`src/sv/tksd_pkg.sv`:
```
// Package for the terminal key sequence decoder.
// Holds event codes, buffer sizing and the front-to-back record type.
package tksd_pkg;

  localparam int BUF_BYTES = 32;
  localparam int CNT_W = $clog2(BUF_BYTES + 1);

  localparam logic [2:0] EV_KEY   = 3'd0;
  localparam logic [2:0] EV_PASTE = 3'd1;
  localparam logic [2:0] EV_PBEG  = 3'd2;
  localparam logic [2:0] EV_PEND  = 3'd3;
  localparam logic [2:0] EV_MOUSE = 3'd4;

  localparam logic [3:0] SK_NONE  = 4'd0;
  localparam logic [3:0] SK_UP    = 4'd1;
  localparam logic [3:0] SK_DOWN  = 4'd2;
  localparam logic [3:0] SK_RIGHT = 4'd3;
  localparam logic [3:0] SK_LEFT  = 4'd4;
  localparam logic [3:0] SK_HOME  = 4'd5;
  localparam logic [3:0] SK_END   = 4'd6;
  localparam logic [3:0] SK_PGUP  = 4'd7;
  localparam logic [3:0] SK_PGDN  = 4'd8;
  localparam logic [3:0] SK_OTHER = 4'd9;

  localparam logic [7:0] ESC_BYTE = 8'h1b;
  localparam logic [20:0] REPLACEMENT = 21'h00fffd;

  typedef struct packed {
    logic [2:0]  event_kind;
    logic [20:0] code_point;
    logic [3:0]  special_key;
    logic [4:0]  sequence_length;
    logic [15:0] mouse_x;
    logic [15:0] mouse_y;
    logic [15:0] mouse_button;
    logic        mouse_release;
  } event_t;

  typedef struct packed {
    logic       req_type;
    logic [7:0] data_byte;
  } req_t;

endpackage

```
`src/sv/tksd_if.sv`:
```
// Valid/ready channel interfaces for request and event transactions.
// Depends on tksd_pkg for the payload types.
interface tksd_req_if;
  logic          valid;
  logic          ready;
  tksd_pkg::req_t payload;
  modport source (output valid, output payload, input ready);
  modport sink (input valid, input payload, output ready);
endinterface

interface tksd_evt_if;
  logic            valid;
  logic            ready;
  tksd_pkg::event_t payload;
  modport source (output valid, output payload, input ready);
  modport sink (input valid, input payload, output ready);
endinterface

```
`src/sv/tksd_front.sv`:
```
// Front part: accepts requests into a two-entry queue.
// Depends on tksd_pkg and tksd_if.
module tksd_front (
  input  logic      clk,
  input  logic      rst,
  tksd_req_if.sink  req_in,
  tksd_req_if.source req_out
);

  tksd_pkg::req_t mem [2];
  logic wp, rp;
  logic [1:0] cnt;
  logic push, pop;

  assign req_in.ready  = (cnt != 2'd2);
  assign req_out.valid = (cnt != 2'd0);
  assign req_out.payload = mem[rp];
  assign push = req_in.valid && req_in.ready;
  assign pop  = req_out.valid && req_out.ready;

  // Store and advance queue pointers
  always_ff @(posedge clk) begin
    if (push) mem[wp] <= req_in.payload;
    if (rst) begin
      wp <= 1'b0; rp <= 1'b0; cnt <= 2'd0;
    end else begin
      if (push) wp <= ~wp;
      if (pop) rp <= ~rp;
      cnt <= cnt + {1'b0, push} - {1'b0, pop};
    end
  end

endmodule

```
`src/sv/tksd_back.sv`:
```
// Back part: decodes one request a cycle into zero or one event while
// its one-entry output register is free or drained. Uses tksd_pkg, tksd_if.
module tksd_back (
  input  logic       clk,
  input  logic       rst,
  tksd_req_if.sink   req_in,
  tksd_evt_if.source evt_out
);

  localparam int CW = tksd_pkg::CNT_W;

  logic [CW-1:0] seq_count, seq_count_next;
  logic [7:0]  head_bytes [3];
  logic        paste_mode, paste_mode_next;
  logic        discard_mode, discard_mode_next;
  logic [1:0]  legacy_skip, legacy_skip_next;
  logic [20:0] utf8_value, utf8_value_next;
  logic [1:0]  utf8_needed, utf8_needed_next;
  logic [16:0] mouse_fields [3];
  logic [16:0] mf_next [3];
  logic [1:0]  mouse_index, mouse_index_next;
  logic        mouse_valid, mouse_valid_next;
  logic [3:0]  pattern_match, pattern_match_next;

  logic        out_valid;
  tksd_pkg::event_t out_evt;
  logic        fire, emit;
  tksd_pkg::event_t ev;

  logic        take;
  logic [7:0]  b;
  logic        fin, wr_head;
  logic [7:0]  h0, h1, h2;
  logic [CW-1:0] pos;

  // Accept when the output register is free or being drained
  assign take = !out_valid || evt_out.ready;
  assign req_in.ready = take;
  assign fire = req_in.valid && take;
  assign evt_out.valid = out_valid;
  assign evt_out.payload = out_evt;
  assign b = req_in.payload.data_byte;
  assign fin = (b >= 8'h40) && (b <= 8'h7e);
  assign pos = seq_count;

  // Decode one request
  always_comb begin
    logic [2:0]  kind;
    logic [4:0]  sc5;
    logic [CW-1:0] cnt1;
    logic [16:0] vacc;
    logic [1:0]  idx;
    logic [20:0] v;
    logic [15:0] bx, by;
    logic [7:0]  pat [4][6];
    logic [2:0]  plen [4];
    logic [3:0]  sk;
    seq_count_next = seq_count;
    paste_mode_next = paste_mode;
    discard_mode_next = discard_mode;
    legacy_skip_next = legacy_skip;
    utf8_value_next = utf8_value;
    utf8_needed_next = utf8_needed;
    mf_next = mouse_fields;
    mouse_index_next = mouse_index;
    mouse_valid_next = mouse_valid;
    pattern_match_next = pattern_match;
    emit = 1'b0;
    ev = '0;
    wr_head = 1'b0;
    h0 = head_bytes[0]; h1 = head_bytes[1]; h2 = head_bytes[2];
    kind = paste_mode ? tksd_pkg::EV_PASTE : tksd_pkg::EV_KEY;
    cnt1 = seq_count + 1'b1;
    sc5 = cnt1[4:0];
    vacc = '0; idx = '0; v = '0; bx = '0; by = '0; sk = tksd_pkg::SK_OTHER;
    pat[0] = '{8'h1b, "[", "2", "0", "0", "~"};
    pat[1] = '{8'h1b, "[", "2", "0", "1", "~"};
    pat[2] = '{8'h1b, "[", "5", "~", 8'h00, 8'h00};
    pat[3] = '{8'h1b, "[", "6", "~", 8'h00, 8'h00};
    plen = '{3'd6, 3'd6, 3'd4, 3'd4};
    if (req_in.payload.req_type) begin
      // Flush: lone ESC or partial UTF-8 run gives an event, else clear skip state
      if ((seq_count == CW'(1) && h0 == tksd_pkg::ESC_BYTE) ||
          (seq_count != '0 && h0[7])) begin
        emit = 1'b1;
        ev.event_kind = kind;
        ev.code_point = (seq_count == CW'(1) && h0 == tksd_pkg::ESC_BYTE)
                        ? 21'd27 : 21'd63;
        ev.special_key = tksd_pkg::SK_NONE;
        ev.sequence_length = seq_count[4:0];
      end else begin
        discard_mode_next = 1'b0;
        legacy_skip_next = '0;
      end
      seq_count_next = '0;
      utf8_needed_next = '0;
    end else if (legacy_skip != '0) begin
      legacy_skip_next = legacy_skip - 2'd1;
    end else if (discard_mode) begin
      if (fin) begin
        discard_mode_next = 1'b0;
        seq_count_next = '0;
      end
    end else if (seq_count >= CW'(tksd_pkg::BUF_BYTES - 1)) begin
      discard_mode_next = !fin;
      seq_count_next = '0;
      utf8_needed_next = '0;
    end else begin
      if (pos < CW'(3)) begin
        wr_head = 1'b1;
        if (pos == CW'(0)) h0 = b;
        else if (pos == CW'(1)) h1 = b;
        else h2 = b;
      end
      seq_count_next = cnt1;
      // Track prefix patterns and SGR mouse fields
      if (pos == '0) begin
        pattern_match_next = 4'hf;
        mf_next[0] = '0; mf_next[1] = '0; mf_next[2] = '0;
        mouse_index_next = '0;
        mouse_valid_next = 1'b1;
      end
      for (int k = 0; k < 4; k++) begin
        if (pos >= CW'(plen[k])) pattern_match_next[k] = 1'b0;
        else if (pat[k][pos[2:0]] != b) pattern_match_next[k] = 1'b0;
      end
      if (pos >= CW'(3)) begin
        if (b >= "0" && b <= "9") begin
          idx = (mouse_index < 2'd3) ? mouse_index : 2'd2;
          vacc = {1'b0, mouse_fields[idx][15:0]} * 17'd10 + {13'd0, b[3:0]};
          if (mouse_fields[idx][15:0] > 16'd6553 || vacc > 17'd65535)
            mouse_valid_next = 1'b0;
          else mf_next[idx] = {1'b1, vacc[15:0]};
        end else if (b == ";") begin
          if (mouse_index < 2'd2 && mouse_fields[mouse_index][16])
            mouse_index_next = mouse_index + 2'd1;
          else mouse_valid_next = 1'b0;
        end else if (b != "m" && b != "M") begin
          mouse_valid_next = 1'b0;
        end
      end
      ev.sequence_length = sc5;
      if (h0[7]) begin
        // UTF-8 assembly
        if (pos == '0) begin
          if (b < 8'hc0 || b >= 8'hf8) begin
            emit = 1'b1; ev.event_kind = kind; ev.code_point = tksd_pkg::REPLACEMENT;
          end else if (b < 8'he0) begin
            utf8_needed_next = 2'd1; utf8_value_next = {16'd0, b[4:0]};
          end else if (b < 8'hf0) begin
            utf8_needed_next = 2'd2; utf8_value_next = {17'd0, b[3:0]};
          end else begin
            utf8_needed_next = 2'd3; utf8_value_next = {18'd0, b[2:0]};
          end
        end else if (b[7:6] != 2'b10) begin
          emit = 1'b1; ev.event_kind = kind; ev.code_point = tksd_pkg::REPLACEMENT;
        end else begin
          v = {utf8_value[14:0], b[5:0]};
          utf8_value_next = v;
          if (utf8_needed > 2'd1) utf8_needed_next = utf8_needed - 2'd1;
          else begin
            if ((cnt1 == CW'(2) && v < 21'h80) || (cnt1 == CW'(3) && v < 21'h800) ||
                (cnt1 >= CW'(4) && v < 21'h10000) ||
                (v >= 21'hd800 && v <= 21'hdfff) || v > 21'h10ffff)
              v = tksd_pkg::REPLACEMENT;
            emit = 1'b1; ev.event_kind = kind; ev.code_point = v;
          end
        end
      end else if (h0 != tksd_pkg::ESC_BYTE) begin
        emit = 1'b1; ev.event_kind = kind; ev.code_point = {13'd0, b};
      end else if (cnt1 == CW'(1)) begin
        emit = 1'b0;
      end else if (h1 != "[" && h1 != "O") begin
        emit = 1'b1; ev.event_kind = kind; ev.special_key = tksd_pkg::SK_OTHER;
      end else if (cnt1 < CW'(3) || !fin) begin
        emit = 1'b0;
      end else if (cnt1 == CW'(3) && h1 == "[" && b == "M" && !paste_mode) begin
        legacy_skip_next = 2'd3;
        seq_count_next = '0;
      end else if (pattern_match_next[0] && cnt1 == CW'(6)) begin
        paste_mode_next = 1'b1;
        emit = 1'b1; ev.event_kind = tksd_pkg::EV_PBEG; ev.special_key = tksd_pkg::SK_OTHER;
      end else if (pattern_match_next[1] && cnt1 == CW'(6)) begin
        paste_mode_next = 1'b0;
        emit = 1'b1; ev.event_kind = tksd_pkg::EV_PEND; ev.special_key = tksd_pkg::SK_OTHER;
      end else if (paste_mode) begin
        emit = 1'b1; ev.event_kind = tksd_pkg::EV_PASTE; ev.special_key = tksd_pkg::SK_OTHER;
      end else if (h2 == "<") begin
        bx = mf_next[1][15:0];
        by = mf_next[2][15:0];
        if (!mouse_valid_next || mouse_index_next != 2'd2 || !mf_next[2][16] ||
            (b != "m" && b != "M") || bx == '0 || by == '0) begin
          seq_count_next = '0;
        end else begin
          emit = 1'b1;
          ev.event_kind = tksd_pkg::EV_MOUSE;
          ev.special_key = tksd_pkg::SK_OTHER;
          ev.mouse_x = bx - 16'd1;
          ev.mouse_y = by - 16'd1;
          ev.mouse_button = mf_next[0][15:0];
          ev.mouse_release = (b == "m");
        end
      end else begin
        if (cnt1 == CW'(3)) begin
          case (b)
            "A": sk = tksd_pkg::SK_UP;
            "B": sk = tksd_pkg::SK_DOWN;
            "C": sk = tksd_pkg::SK_RIGHT;
            "D": sk = tksd_pkg::SK_LEFT;
            "H": sk = tksd_pkg::SK_HOME;
            "F": sk = tksd_pkg::SK_END;
            default: sk = tksd_pkg::SK_OTHER;
          endcase
        end else if (pattern_match_next[2] && cnt1 == CW'(4)) sk = tksd_pkg::SK_PGUP;
        else if (pattern_match_next[3] && cnt1 == CW'(4)) sk = tksd_pkg::SK_PGDN;
        emit = 1'b1; ev.event_kind = tksd_pkg::EV_KEY; ev.special_key = sk;
      end
      if (emit) begin
        seq_count_next = '0;
        utf8_needed_next = '0;
      end
    end
  end

  // Hold decoder state and the output register
  always_ff @(posedge clk) begin
    if (fire && wr_head) begin
      head_bytes[0] <= h0; head_bytes[1] <= h1; head_bytes[2] <= h2;
    end
    if (fire && emit) out_evt <= ev;
    if (rst) begin
      seq_count <= '0; paste_mode <= 1'b0; discard_mode <= 1'b0;
      legacy_skip <= '0; utf8_value <= '0; utf8_needed <= '0;
      mouse_fields[0] <= '0; mouse_fields[1] <= '0; mouse_fields[2] <= '0;
      mouse_index <= '0; mouse_valid <= 1'b1; pattern_match <= 4'hf;
      out_valid <= 1'b0;
    end else begin
      if (fire) begin
        seq_count <= seq_count_next; paste_mode <= paste_mode_next;
        discard_mode <= discard_mode_next; legacy_skip <= legacy_skip_next;
        utf8_value <= utf8_value_next; utf8_needed <= utf8_needed_next;
        mouse_fields <= mf_next; mouse_index <= mouse_index_next;
        mouse_valid <= mouse_valid_next; pattern_match <= pattern_match_next;
      end
      if (fire) out_valid <= emit;
      else if (evt_out.ready) out_valid <= 1'b0;
    end
  end

endmodule

```
`src/sv/terminal_key_sequence_decoder.sv`:
```
// Top level of the terminal key sequence decoder.
// Depends on tksd_pkg, tksd_if, tksd_front and tksd_back.
//
// Takes one byte or flush request per cycle while the queue has room, and gives
// at most one key, paste or mouse event for it; the decoder back end updates its
// state once per request, and a two-entry request queue and an output register
// let input and output stall independently. An event appears on the output in
// the cycle after its request leaves the queue.
module terminal_key_sequence_decoder (
  input  logic       clk,
  input  logic       rst,
  tksd_req_if.sink   req,
  tksd_evt_if.source evt
);

  tksd_req_if q ();

  tksd_front u_front (.clk(clk), .rst(rst), .req_in(req), .req_out(q.source));
  tksd_back u_back (.clk(clk), .rst(rst), .req_in(q.sink), .evt_out(evt));

endmodule
```
`src/flat_wrapper.sv`:
```
// flat-port wrapper written by rule: the top's interface ports become plain ports
module terminal_key_sequence_decoder_flat 
  (clk, rst, req_valid, req_payload, req_ready, evt_valid, evt_payload, evt_ready);
  tksd_req_if req_i ();
  tksd_evt_if evt_i ();
  input  logic clk;
  input  logic rst;
  input wire logic [$bits(req_i.valid)-1:0] req_valid;
  input wire logic [$bits(req_i.payload)-1:0] req_payload;
  output wire logic [$bits(req_i.ready)-1:0] req_ready;
  output wire logic [$bits(evt_i.valid)-1:0] evt_valid;
  output wire logic [$bits(evt_i.payload)-1:0] evt_payload;
  input wire logic [$bits(evt_i.ready)-1:0] evt_ready;
  assign req_i.valid = req_valid;
  assign req_i.payload = req_payload;
  assign req_ready = req_i.ready;
  assign evt_valid = evt_i.valid;
  assign evt_payload = evt_i.payload;
  assign evt_i.ready = evt_ready;
  terminal_key_sequence_decoder u_core (.clk(clk), .rst(rst), .req(req_i), .evt(evt_i));
endmodule
```
`config.mk`:
```
export PLATFORM = sky130hd
export DESIGN_NAME = terminal_key_sequence_decoder_flat
export DESIGN_NICKNAME = d
export VERILOG_FILES = /design/src/sv/tksd_pkg.sv /design/src/sv/tksd_if.sv /design/src/sv/tksd_front.sv /design/src/sv/tksd_back.sv /design/src/sv/terminal_key_sequence_decoder.sv /design/src/flat_wrapper.sv
export SDC_FILE = /design/constraint.sdc
export NUM_CORES = 1
export LEC_CHECK = 0
export BUFFER_PORTS_ARGS = -buffer_cell sky130_fd_sc_hd__buf_2
export CAP_MARGIN = 20
export CORE_MARGIN = 2
export CORE_UTILIZATION = 30
export DETAILED_ROUTE_END_ITERATION = 16
export SYNTH_ARGS = -nofsm -noshare
export SYNTH_HDL_FRONTEND = slang
export SYNTH_SLANG_ARGS = --single-unit
```
`constraint.sdc`:
```
create_clock -name clk -period 7.5 [get_ports clk]
set_input_delay 0.375 -clock clk [delete_from_list [all_inputs] [get_ports clk]]
set_output_delay 0.375 -clock clk [all_outputs]
set_load 0.005 [all_outputs]
```
* Yosys cells after proc, flatten, opt, wreduce, memory -nomap -nowiden
Memory sizes are Yosys's and may differ from the RTL's. A register that Yosys moved wholly into a read port is not among the register bits.
Cells that the tools add are included.
** Word-level totals
- ROM bits :: 256
- Word-level logic and storage cells :: 439
- Memories :: 6
- Register bits :: 172
- Bits in writable memories :: 42
- Output and inout bits :: 84
** Memory list
- (name not given) :: words 8, bits a word 8, read ports 1, clocked after Yosys merged registers in 0, wr ports 0, line tksd_back.sv:125 : else if (pat[k][pos[2:0]] != b) pattern_match_next[k] = 1'b0;
- (name not given) :: words 8, bits a word 8, read ports 1, clocked after Yosys merged registers in 0, wr ports 0, line tksd_back.sv:125
- (name not given) :: words 8, bits a word 8, read ports 1, clocked after Yosys merged registers in 0, wr ports 0, line tksd_back.sv:125
- (name not given) :: words 8, bits a word 8, read ports 1, clocked after Yosys merged registers in 0, wr ports 0, line tksd_back.sv:125
- u_core.u_back.head_bytes :: words 3, bits a word 8, read ports 3, clocked after Yosys merged registers in 0, wr ports 3, line tksd_back.sv:13 : logic [7:0] head_bytes [3];
- u_core.u_front.mem :: words 2, bits a word 9, read ports 1, clocked after Yosys merged registers in 1, wr ports 1, line tksd_front.sv:10 : tksd_pkg::req_t mem [2];
** Operators by class
- $lt $le $gt $ge :: 30
- Mux-type cells :: 247
- $add $sub $neg :: 9
- Bitwise gates (word level) :: 16
- Reductions and logical operators :: 61
- Equal/unequal tests :: 45
- $mul :: 1
** Operators with widths (number)
- two-way mux 51 bit :: 12
- two-way mux 49 bit :: 11
- two-way mux 8 bit :: 41
- two-way mux 82 bit :: 3
- two-way mux 6 bit :: 18
- two-way mux 1 bit :: 83
- equality test 8 x 7 -> 1 bit (second input constant) :: 9
- binary-select mux 17 bit (select 2 bit) :: 2
- two-way mux 22 bit :: 3
- two-way mux 2 bit :: 32
- two-way mux 4 bit :: 15
- bitwise mux 51 bit :: 1
- two-way mux 17 bit :: 3
- two-way mux 24 bit :: 2
- two-way mux 15 bit :: 3
- demux 17 bit (select 2 bit) :: 1
- two-way mux 33 bit :: 1
- logical NOT 16 bit :: 2
- two-way mux 16 bit :: 2
- inequality test 8 x 7 -> 1 bit (second input constant) :: 4
- inequality test 8 bit :: 4
- subtractor 16 x 1 -> 16 bit (second input constant) :: 2
- two-way mux 31 bit :: 1
- two-way mux 3 bit :: 10
- 63 further kinds :: 144

* Logic depth before layout (Yosys ltp)
Gate-level depths: netlist of the first run.
- Word-level depth :: 43
- Depth in mapped cells :: 31

* Modules after synthesis
Synthesis of the first run repeated with hierarchy kept, for this count alone.
** Unflattened totals
- Cell total of the unflattened synthesis :: 1415
- Area total of the unflattened synthesis :: 13137.6 µm²
** Modules (own cells, without submodules)
- tksd_back :: cells an instance 1358, instances 1, area an instance 12234.2 µm²
- tksd_front :: cells an instance 57, instances 1, area an instance 903.4 µm²

* Worst setup path after synthesis of the first run
OpenSTA, ideal clock, no wires.
- Path type :: reg2reg
- Start :: reg u_core.u_back.mouse_index[1]
- End :: reg u_core.u_back.out_evt, in the netlist u_core.u_back.evt_out.payload[0], enable pin
- Slack :: -391 ps
- Library setup time :: 436 ps
- Buffers on the path :: 5
- Data arrival time :: 7455 ps
- Cell stages (with the launch flop) :: 30
- Path through :: dfxtp_1 -> inv_1 -> ha_1 -> o21ba_1 -> clkbuf_1 -> o2bb2ai_1 -> ha_1 -> ha_1 -> inv_1 -> fa_1 -> buf_1 -> nor4_1 -> and4_1 -> and4_4 -> a21boi_2 -> nor3_2 -> buf_2 -> buf_4 -> buf_2 -> a21oi_1 -> ha_1 -> a21boi_0 -> o211ai_1 -> nand2b_1 -> o221ai_1 -> nand3_1 -> a31o_1 -> and3_1 -> o21ai_1 -> inv_1
** Between the ends
- Longest elaborated chain between the ends :: 43
- Elaborated cells on any way between the ends :: 79
- Those cells by class :: 2 x add/sub; 1 x mul; 6 x order compare; 1 x eq/ne; 54 x mux; 2 x bitwise; 13 x reduce/logical
** Ends and longest elaborated chain
- from (decl) :: line tksd_back.sv:21 : logic [1:0] mouse_index, mouse_index_next;
- from (signal assigned) :: line tksd_back.sv:242 : mouse_fields <= mf_next; mouse_index <= mouse_index_next;
- less-than comparator 2 bit :: line tksd_back.sv:129 : idx = (mouse_index < 2'd3) ? mouse_index : 2'd2;
- two-way mux 2 bit :: line tksd_back.sv:129
- NOT 2 -> 3 bit (not written as such) :: line tksd_back.sv:130, tksd_back.sv:131, tksd_back.sv:133
- binary-select mux 17 bit (select 2 bit) :: line tksd_back.sv:130, tksd_back.sv:131
- two-way mux 16 bit (not written as such) (2 in series) :: line tksd_back.sv:130, tksd_back.sv:131
- multiplier 16 x 3 -> 16 bit :: line tksd_back.sv:130 : vacc = {1'b0, mouse_fields[idx][15:0]} * 17'd10 + {13'd0, b[3:0]};
- adder 17 x 4 -> 17 bit :: line tksd_back.sv:130
- greater-than comparator 17 x 16 -> 1 bit :: line tksd_back.sv:131 : if (mouse_fields[idx][15:0] > 16'd6553 || vacc > 17'd65535)
- [... 26 more ...]
- two-way mux 1 bit * :: line tksd_back.sv:99 : end else if (discard_mode) begin
- two-way mux 1 bit * :: line tksd_back.sv:97 : end else if (legacy_skip != '0) begin
- two-way mux 1 bit * :: line tksd_back.sv:81 : if (req_in.payload.req_type) begin
- two-way mux 1 bit * :: line tksd_back.sv:104 : end else if (seq_count >= CW'(tksd_pkg::BUF_BYTES - 1)) begin
- two-way mux 1 bit * :: line tksd_back.sv:99
- two-way mux 1 bit * :: line tksd_back.sv:97
- two-way mux 1 bit * :: line tksd_back.sv:81
- logical AND 1 bit * :: line tksd_back.sv:230 : if (fire && emit) out_evt <= ev;
- to (signal assigned) :: line tksd_back.sv:230
- to (decl) :: line tksd_back.sv:26 : tksd_pkg::event_t out_evt;
Every way passes the cells marked *; elsewhere a longest branch is shown, timed or not. The select of a mux whose other input is x is not followed.
A chain may end at the register's enable or synchronous reset.

* Final worst setup path of the first run
- Start :: reg u_core.u_back.mouse_index[1]
- End :: reg u_core.u_back.out_evt, in the netlist u_core.u_back.evt_out.payload[7], enable pin
The elaborated chain is that of the path after synthesis.

==> metrics, run 1 <==
initial antenna violation count=0; core footprint=43200 sq um; area leader, netlist=edfxtp_1; Primary FF master, synth=edfxtp_1; sw frac=34.8%; pwr/cell area=251 nW/um^2; Worst Setup End Kind=flop; slowest cell on the critical path=dfxtp_2; DPL Wire Length=31.3 mm; antenna viol nets, final=0; Yosys cell types=91; drt first-iter violations=1012; critical path's top delay family=compound AO/OA/AOI/OAI gates; Initial Util=30.4%; Inserted Diodes=0; CTS tree=yes; WHS=0.0433 ns; period utilization=95.1%; clock transition at the registers of the reported paths=0.07 ns; Worst Hold Launch=req_payload[2]; Gate Count Post-Synth=1449; Worst VDD drop=0.000219 V; syn_nets=1509; Compound-Gate Fraction of Synth Area=18.5%; final net count=1592; number of synthesized register bits=215; internal power=2.48 mW; post-synthesis mux area share=5.16%; Post-Syn Area=13100 sq um; Hold Crit Class=primary input to flop; Die W=213 um; Avg Vias per Cell=5.50; Setup CP Type=flop to flop; RSZ-0062 raised after global routing=no; CP required=7.72 ns; layout cell share with drive strength beyond 1=15.7%; Routability Congestion=0.963; DRC Markers=0; Longest Clk Path Bufs=3; Pwr Total=3.80 mW; status=completed; Max Clk Rate=140 MHz; syn avg cell area=9.06 sq um; Sw Pwr=1.32 mW; CP bufs+invs=5; top post-synthesis cells by area=edfxtp_1 28%, dfxtp_1 14%, nor2_1 5.7%; CP startpoint=u_core.u_back.mouse_index[1]$_SDFFE_PP0P_; combinational share of power=28.0%; sequential share of the synthesized area=42.2%; Tmin final=7.13 ns; CTS Hold Bufs=0; first-pass GRT wire length=65.2 mm; WL/cell=19.8 um; total gr overflow=0; 1st-pass router iterations=6; final setup vio count=0; Die Height=213 um; Max Slew Vio Count=0; Synth Area in XOR/XNOR=4.20%; Post-Synth Adder-Cell Area=4.59%; Synthesis Warnings=0; Layout area overhead=15.1%; number of buffers created by CTS=23; die area=45500 sq um; vias in the first global route=11.1k; slew margin rel.=30.1%; row count=76; Synth top area share=28.4%; Post-synth EDFFs=124; gr usage total=18.4%; Reg-to-Reg Start=u_core.u_back.mouse_index[1]$_SDFFE_PP0P_; async set-reset flop share out of synthesis=0%; number of port buffers=96; Seq pwr share=43.2%; Layout Utilization=35.0%; clk_lat worst skew=0.53 ns; clock tree sinks=215; Startpoint Class=flop; Crit Path Max Fanout=38; measured slew at the worst slew-check pin=1.05 ns; detailed-route via count=11.7k; clock share of power=28.8%; CTS H-tree depth=1; max-cap viol count=0; I/O pin cnt=97; largest net degree at the start of global routing=88; Post-Synth Simple-Gate Area=21.1%; detailed-route wire length=42.3 mm; Hold Fails Final Rpt=0; root buffer cell=clkbuf_16; clk_skew=0.0168 ns; Worst EP arrival=7.35 ns; Static Leak=5.42 nW; CP max stage delay=0.42 ns; largest family of logic cells by synthesized area=simple AND/OR/NAND/NOR gates; setup TNS=0 ns
## cell families after synthesis
family,Yosys count
adders and majority gates,47
xor gates and xnor gates,63
and+or+nand+nor,571
DFF,215
muxes,65
buffers and inverters,120
AOI/OAI and AO/OA,368
## repair_timing
action                     CTS  global route
setup endpoints to repair    0           136
gates resized for setup      0             8
setup buffers                0             1
## power by group through the flow
stage               Clock (mW)  Combinational, mW  Sequential (mW)
CTS                       1.11               1.06             1.65
global route              1.16               1.17             1.67
finish                    1.09               1.07             1.64
detailed placement           0               1.06             1.67
global placement             0               1.05             1.67
floorplan                    0              0.640             1.65
## per-layer routing
metal	wire length [um]	GRT usage (%)	share of wire, %
met5	0	0	0
met4	1370	5.20	3.2
met3	2860	2.57	6.8
met2	19500	30.2	46
met1	18600	25.2	44
## per-stage QoR
step	setup WS [ns]	area [sq um]	instances
global placement	0.417	14400	2090
finish	0.367	15100	2133
CTS	0.126	15100	2131
floorplan	0.00322	13200	1449
global route	0.0238	15100	2133
detailed placement	0.203	14400	2090
## cell usage after synthesis (4+ instances only)
cell type / instances
a211o_1: 7
a211oi_1: 26
a21o_1: 5
a21oi_1: 103
a22o_1: 5
a22oi_1: 48
a31oi_1: 11
and2_1: 17
and3_1: 17
buf_2: 20
buf_4: 5
buf_6: 7
clkbuf_1: 45
dfxtp_1: 91
edfxtp_1: 124
ha_1: 45
inv_1: 34
inv_2: 4
mux2_2: 15
mux2i_1: 48
nand2_1: 123
nand2b_1: 13
nand3_1: 59
nand3b_1: 8
nand4_1: 13
nand4b_1: 4
nor2_1: 200
nor2b_1: 11
nor3_1: 45
nor3b_1: 8
nor4_1: 17
o2111ai_1: 10
o211ai_1: 13
o21a_1: 15
o21ai_0: 54
o21ai_1: 11
o22ai_1: 6
o2bb2ai_1: 9
o31ai_1: 8
or2_2: 4
xnor2_1: 44
xor2_1: 19
## registers in the layout, indices dropped and copies added, names as in the netlist, 2 cells and up, named ones only
name and count:
u_core.u_back.evt_out.payload 82, u_core.u_back.head_bytes 24, u_core.u_back.legacy_skip 2, u_core.u_back.mouse_fields 51, u_core.u_back.mouse_index 2, u_core.u_back.pattern_match 4
u_core.u_back.pos 6, u_core.u_back.utf8_needed 2, u_core.u_back.utf8_value 15, u_core.u_front.cnt 2, u_core.u_front.mem 18
## final cells by class
cell class / instances / area [sq um]
Timing Repair Buffer: 138 / 803
Fill cell: 4497 / 28100
Sequential cell: 215 / 5550
Multi-Input combinational cell: 1114 / 7170
Clock buffer: 30 / 643
Inverter: 40 / 154
Tap cell: 585 / 732
Clock inverter: 11 / 65.1
## cell usage in the layout (no fill, tap or decap), types with 6 or more instances in the layout
master / netlist / routed
nand2_1: 123 / 121
nor4_1: 17 / 15
xnor2_1: 44 / 44
a21oi_1: 103 / 101
nor3_1: 45 / 44
nand3b_1: 8 / 8
o21ai_0: 54 / 54
o211ai_1: 13 / 13
dfxtp_1: 91 / 89
nor2_1: 200 / 199
a31oi_1: 11 / 11
a211oi_1: 26 / 26
nor3b_1: 8 / 8
nor2b_1: 11 / 11
a22oi_1: 48 / 48
nand2b_1: 13 / 12
o2bb2ai_1: 9 / 7
mux2_2: 15 / 15
xor2_1: 19 / 17
inv_1: 34 / 33
o21a_1: 15 / 15
o22ai_1: 6 / 6
clkbuf_16: 0 / 24
and2_1: 17 / 17
o31ai_1: 8 / 8
nand3_1: 59 / 59
and3_1: 17 / 17
edfxtp_1: 124 / 124
buf_2: 20 / 96
mux2i_1: 48 / 47
o21ai_1: 11 / 9
o2111ai_1: 10 / 10
buf_4: 5 / 40
a211o_1: 7 / 7
ha_1: 45 / 41
nand4_1: 13 / 13
## worst paths after layout
path                                                                       end  slack (ns)  depth (start not counted)
worst min-delay path                        u_core.u_front.mem[0][2]$_DFFE_PP_        0.04                          1
worst max-delay path            u_core.u_back.evt_out.payload[7]$_SDFFCE_PP0P_        0.37                         27
worst max register to register  u_core.u_back.evt_out.payload[7]$_SDFFCE_PP0P_        0.37                         27
worst min register to register       u_core.u_back.utf8_value[11]$_SDFFE_PP0P_        0.46                          2
No activity file was read; power rests on OpenSTA's default activity.
==> run 2, diff against run 1 <==
==> constraint.sdc (replaced) <==
create_clock -name clk -period 8.4 [get_ports clk]
set_input_delay 0.42 -clock clk [delete_from_list [all_inputs] [get_ports clk]]
set_output_delay 0.42 -clock clk [all_outputs]
set_load 0.005 [all_outputs]
==> run 2 against run 1 <==
Net effect:
- via count decreased by 1.4%
- global-route usage decreased by 0.37 points
- sequential power down 10%
- critical endpoint is now u_core.u_back.evt_out.payload[25]$_SDFFCE_PP0P_
- routed wire length is 1.3% lower
- largest power group unchanged
- highest routed layer unchanged
- clock power down 7%
- register-to-register slack improved by 0.22 ns
- combinational power down 12%
==> metrics, run 2 (synthesis results as in run 1) <==
clock tree sinks=215 (unchanged); 1st-pass router iterations=6 (unchanged); Seq pwr share=43.0% (-0.2 points); CP bufs+invs=5 (unchanged); Static Leak=5.40 nW (-0.46%); CTS tree=yes; Tmin final=7.81 ns (+0.675 ns); top sig layer=met4; RSZ-0062 raised after global routing=no; slew margin rel.=26.7% (-3.4 points); Finished Cell Area=15000 sq um (-0.60%); drt first-iter violations=1034 (+2.2%); internal power=2.25 mW (-9.2%); Die Height=213 um (unchanged); Layout area overhead=14.5%; Hold Fails Final Rpt=0 (unchanged); first-pass GRT wire length=63.8 mm (-2.1%); placed cells=2088 (-0.096%); Inserted Diodes=0 (unchanged); Longest Clk Path Bufs=3 (unchanged); antenna viol nets, final=0 (unchanged); combinational share of power=27.5% (-0.5 points); Hold Crit Class=primary input to flop; clk_lat worst skew=0.54 ns (about the same); I/O pin cnt=97 (unchanged); total gr overflow=0 (unchanged); pwr/cell area=228 nW/um^2 (-9.2%); layout cell share with drive strength beyond 1=14.6% (-1.1 points); clock transition at the registers of the reported paths=0.07 ns (about the same); met2 wire len=19.3 mm (-0.98%); sw frac=34.4% (-0.42 points); final net count=1590 (-0.13%); final setup vio count=0 (unchanged); Routability Congestion=0.982 (+2.0%); most frequent CP cell=ha_1; Startpoint Class=flop; gr usage total=18.0% (-0.37 points); root buffer cell=clkbuf_16; Initial Util=30.4% (unchanged); CP required=8.60 ns (+0.88 ns); Worst VDD drop=0.000232 V (+5.9%); Worst Setup End Kind=flop; DRC Markers=0 (unchanged); DPL Wire Length=30.9 mm (-1.1%); Crit Path Max Fanout=72 (+89%); detailed-route wire length=41.8 mm (-1.3%); core footprint=43200 sq um (unchanged); vias in the first global route=11.0k (-0.61%); Max Slew Vio Count=0 (unchanged); WL/cell=19.6 um (-1.2%); initial antenna violation count=0 (unchanged); max reg flops=82 (unchanged); critical path's top delay family=compound AO/OA/AOI/OAI gates; CTS H-tree depth=1 (unchanged); clock share of power=29.5% (+0.7 points); number of port buffers=96 (unchanged); status=completed; die area=45500 sq um (unchanged); measured slew at the worst slew-check pin=1.09 ns (+0.0420 ns); period utilization=93.0% (-2.2 points); row count=76 (unchanged); CP max stage delay=0.72 ns (+0.30 ns); Avg Vias per Cell=5.43 (-1.3%); number of buffers created by CTS=23 (unchanged); Setup CP Type=flop to flop; most common cell after layout, fill and taps aside=nor2_1; most frequent cells in the layout=199 x nor2_1, 124 x edfxtp_1, 121 x nand2_1, 103 x a21oi_1, 96 x buf_2; largest net degree at the start of global routing=88 (unchanged); slowest cell on the critical path=ha_1; max-cap viol count=0 (unchanged); Worst EP arrival=8.00 ns (+0.65 ns); setup TNS=0 ns (unchanged); Finished Layout Cells=2131 (-0.094%); Die W=213 um (unchanged); clk_skew=0.0328 ns (+0.0160 ns); Max Clk Rate=128 MHz (-8.6%); DR WL met3=2.63 mm (-8.2%); Placed Area=14300 sq um (-0.65%); met1 WL=18.5 mm (-0.24%); Sw Pwr=1.18 mW (-11%); detailed-route via count=11.6k (-1.4%)
-- run 2: through the flow --
stage | hold slack (ns) | util (%) | power, mW | setup WS (ns)
6_report | 0.0751 | 34.8 | 3.43 | 0.592
3_5_place_dp | 0.451 | 33.1 | 2.44 | 0.681
4_1_cts | 0.0559 | 34.8 | 3.46 | 0.609
2_1_floorplan | 0.435 | - | 2.05 | 0.509
3_3_place_gp | 0.453 | 33.1 | 2.42 | 0.880
5_1_grt | 0.0581 | 34.8 | 3.61 | 0.0110
-- run 2: what timing repair did --
action / CTS / global route
resized for setup: 0 / 1
setup endpoints to repair: 0 / 72
buffers inserted: 0 / 0
hold buffers: 0 / 0
-- run 2: area by class of cell --
class	count	area, sq um
clock buffers	27	601
clock inverters	14	138
fillers	4516	28100
inverters	40	151
multi-input cells	1114	7070
flip-flops and latches	215	5550
well taps	585	732
repair buffers	136	793
-- run 2: worst paths after layout --
check | from | to | slack (ns) | depth (start not counted)
worst max-delay path | u_core.u_back.mouse_index[0]$_SDFFE_PP0P_ | u_core.u_back.evt_out.payload[25]$_SDFFCE_PP0P_ | 0.59 | 28
worst min-delay path | req_payload[3] | u_core.u_front.mem[1][3]$_DFFE_PP_ | 0.08 | 1
worst max register to register | u_core.u_back.mouse_index[0]$_SDFFE_PP0P_ | u_core.u_back.evt_out.payload[25]$_SDFFCE_PP0P_ | 0.59 | 28
worst min register to register | u_core.u_back.utf8_value[11]$_SDFFE_PP0P_ | u_core.u_back.utf8_value[11]$_SDFFE_PP0P_ | 0.46 | 2
-- run 2: routing by layer --
| metal | track usage, % | vias to the layer above |
|---|---|---|
| li1 | - | 5500 |
| met1 | 24.7 | 5541 |
| met2 | 29.7 | 451 |
| met3 | 2.28 | 80 |
| met4 | 5.36 | 0 |
| met5 | 0 | - |
-- run 2: power by group through the flow --
| stage | registers, mW | logic [mW] | clock network, mW |
|---|---|---|---|
| 3_3_place_gp | 1.50 | 0.924 | 0 |
| 5_1_grt | 1.50 | 1.03 | 1.08 |
| 4_1_cts | 1.48 | 0.940 | 1.04 |
| 6_report | 1.47 | 0.943 | 1.01 |
| 2_1_floorplan | 1.48 | 0.567 | 0 |
| 3_5_place_dp | 1.50 | 0.938 | 0 |
==> run 3, diff against run 2 <==
--- a/config.mk
+++ b/config.mk
@@ -5,11 +5,12 @@
 export SDC_FILE = /design/constraint.sdc
 export NUM_CORES = 1
 export LEC_CHECK = 0
-export BUFFER_PORTS_ARGS = -buffer_cell sky130_fd_sc_hd__buf_2
 export CAP_MARGIN = 20
 export CORE_MARGIN = 2
 export CORE_UTILIZATION = 30
 export DETAILED_ROUTE_END_ITERATION = 16
+export DONT_BUFFER_PORTS = 1
 export SYNTH_ARGS = -nofsm -noshare
 export SYNTH_HDL_FRONTEND = slang
 export SYNTH_SLANG_ARGS = --single-unit
+export TNS_END_PERCENT = 1
==> run 3 against run 2 <==
Net effect:
- die area did not move
- core utilization fell by 0.97 points
- global-route usage rose by 0.18 points
- worst setup slack improved by 0.076 ns
- clock skew fell by 0.012 ns
- cell area fell by 2.8%
- sequential share of layout area rose by 1.1 points
- maximum frequency rose by 0.98%
- non-clock buffer count fell by 92
- combinational power fell by 11%
- critical endpoint is now u_core.u_back.evt_out.payload[21]$_SDFFCE_PP0P_
- largest power group unchanged
- highest routed layer unchanged
==> metrics, run 3 (synthesis results as in run 1) <==
measured slew at the worst slew-check pin=1.11 ns (+0.0233 ns); Setup CP Type=flop to flop; Die W=213 um (unchanged); R2R Setup Slk=0.67 ns (+0.08 ns); most frequent CP cell=ha_1; number of port buffers=0 (-100%); core footprint=43200 sq um (unchanged); Die Height=213 um (unchanged); Avg Vias per Cell=5.55 (+2.3%); CP max stage delay=0.51 ns (-0.21 ns); setup TNS=0 ns (unchanged); slew margin rel.=25.2% (-1.5 points); R2R depth=25 (-11%); Worst Setup End Kind=flop; most frequent cells in the layout=199 x nor2_1, 124 x edfxtp_1, 121 x nand2_1, 103 x a21oi_1, 91 x dfxtp_1; Tmin final=7.73 ns (-0.0756 ns); CP required=8.55 ns (-0.05 ns); placed cells=1986 (-4.9%); Worst VDD drop=0.000221 V (-4.5%); most common cell after layout, fill and taps aside=nor2_1; Min-Delay Path Depth=2 (+1); max-cap viol count=0 (unchanged); clock tree sinks=215 (unchanged); first-pass GRT wire length=64.1 mm (+0.45%); total gr overflow=0 (unchanged); Hold Fails Final Rpt=0 (unchanged); Max Slew Vio Count=0 (unchanged); vias in the first global route=10.7k (-2.3%); critical path's top delay family=compound AO/OA/AOI/OAI gates; clock transition at the registers of the reported paths=0.07 ns (about the same); max reg flops=82 (unchanged); CP bufs+invs=3 (-2); PnR worst setup slack=0.667 ns (+0.0756 ns); die area=45500 sq um (unchanged); clk_lat worst skew=0.53 ns (about the same); row count=76 (unchanged); Startpoint Class=flop; gr usage total=18.2% (+0.18 points); slowest cell on the critical path=dfxtp_1; final setup vio count=0 (unchanged); clk_skew=0.0206 ns (-0.0121 ns); layout cell share with drive strength beyond 1=8.12% (-6.4 points); initial antenna violation count=0 (unchanged); root buffer cell=clkbuf_16; Placed Area=13700 sq um (-3.8%); WL/cell=20.4 um (+4.3%); DPL Wire Length=30.2 mm (-2.3%); status=completed; Finished Cell Area=14600 sq um (-2.8%); Layout area overhead=11.3%; CTS H-tree depth=1 (unchanged); number of buffers created by CTS=23 (unchanged); Hold Crit Class=primary input to flop; RR Endpoint=u_core.u_back.evt_out.payload[21]$_SDFFCE_PP0P_; detailed-route wire length=41.7 mm (-0.20%); Reg-to-Reg Start=u_core.u_back.mouse_index[0]$_SDFFE_PP0P_; Crit Path Max Fanout=82 (+14%); pre-CTS setup slack=0.601 ns (-0.0795 ns); Max Clk Rate=129 MHz (+0.98%); Finished Layout Cells=2039 (-4.3%); Initial Util=30.4% (unchanged); 1st-pass router iterations=5 (-1); RSZ-0062 raised after global routing=no; Inserted Diodes=0 (unchanged); Layout Utilization=33.8% (-0.97 points); I/O pin cnt=97 (unchanged); antenna viol nets, final=0 (unchanged); Static Leak=5.02 nW (-6.9%); drt first-iter violations=966 (-6.6%); Worst Hold Launch=evt_ready; detailed-route via count=11.3k (-2.1%); pwr/cell area=229 nW/um^2 (+0.28%); Worst EP arrival=7.89 ns (-0.11 ns); final net count=1498 (-5.8%); CTS tree=yes; Hold EP=u_core.u_back.evt_out.valid$_SDFFE_PP0P_; largest net degree at the start of global routing=83 (-5.7%); Routability Congestion=0.968 (-1.5%); period utilization=92.1% (-0.90 points); DRC Markers=0 (unchanged); Longest Clk Path Bufs=3 (unchanged)
==> run 3: worst max path at each step <==
stage,from,endpoint,cells past startpoint
6_report,u_core.u_back.mouse_index[0]$_SDFFE_PP0P_,u_core.u_back.evt_out.payload[21]$_SDFFCE_PP0P_,25
5_1_grt,u_core.u_back.mouse_index[1]$_SDFFE_PP0P_,u_core.u_back.evt_out.payload[39]$_SDFFCE_PP0P_,26
4_1_cts,u_core.u_back.mouse_index[0]$_SDFFE_PP0P_,u_core.u_back.evt_out.payload[23]$_SDFFCE_PP0P_,25
3_5_place_dp,u_core.u_back.mouse_index[0]$_SDFFE_PP0P_,u_core.u_back.evt_out.payload[21]$_SDFFCE_PP0P_,25
3_3_place_gp,u_core.u_back.mouse_index[0]$_SDFFE_PP0P_,u_core.u_back.evt_out.payload[22]$_SDFFCE_PP0P_,25
2_1_floorplan,u_core.u_back.mouse_index[1]$_SDFFE_PP0P_,u_core.u_back.evt_out.payload[0]$_SDFFCE_PP0P_,29
==> run 3: power by group <==
group	internal [mW]	switching (mW)
Clock	0.584	0.419
Combinational	0.238	0.597
Sequential	1.38	0.130
Total	2.20	1.15
==> run 3: what timing repair did <==
item,CTS,global route
hold buffers,12,0
setup buffers,0,0
setup endpoints to repair,0,82
endpoints found under the hold margin,90,0
gates resized for setup,0,2
==> run 3: area by class of cell <==
cell class	count	area, sq um
Sequential cell	215	5550
Inverter	40	151
Clock buffer	31	627
Clock inverter	10	104
Fill cell	4512	28600
Tap cell	585	732
Timing Repair Buffer	44	385
Multi-Input combinational cell	1114	7060
==> run 3: stage by stage <==
stage               total power, mW  hold slack, ns
floorplan                      2.05           0.435
global route                   3.51           0.165
detailed placement             2.34           0.450
finish                         3.35           0.143
CTS                            3.36           0.130
global placement               2.33           0.448
==> run 3: per-layer routing <==
metal  track usage, %  vias to the layer above  wire length (um)  part of all wire (%)
li1                 -                     5326                 -                     -
met1             24.8                     5451             18300                    44
met2             28.9                      447             18900                    45
met3             3.31                      102              2910                   7.0
met4             6.30                        0              1580                   3.8
met5                0                        -                 0                     0
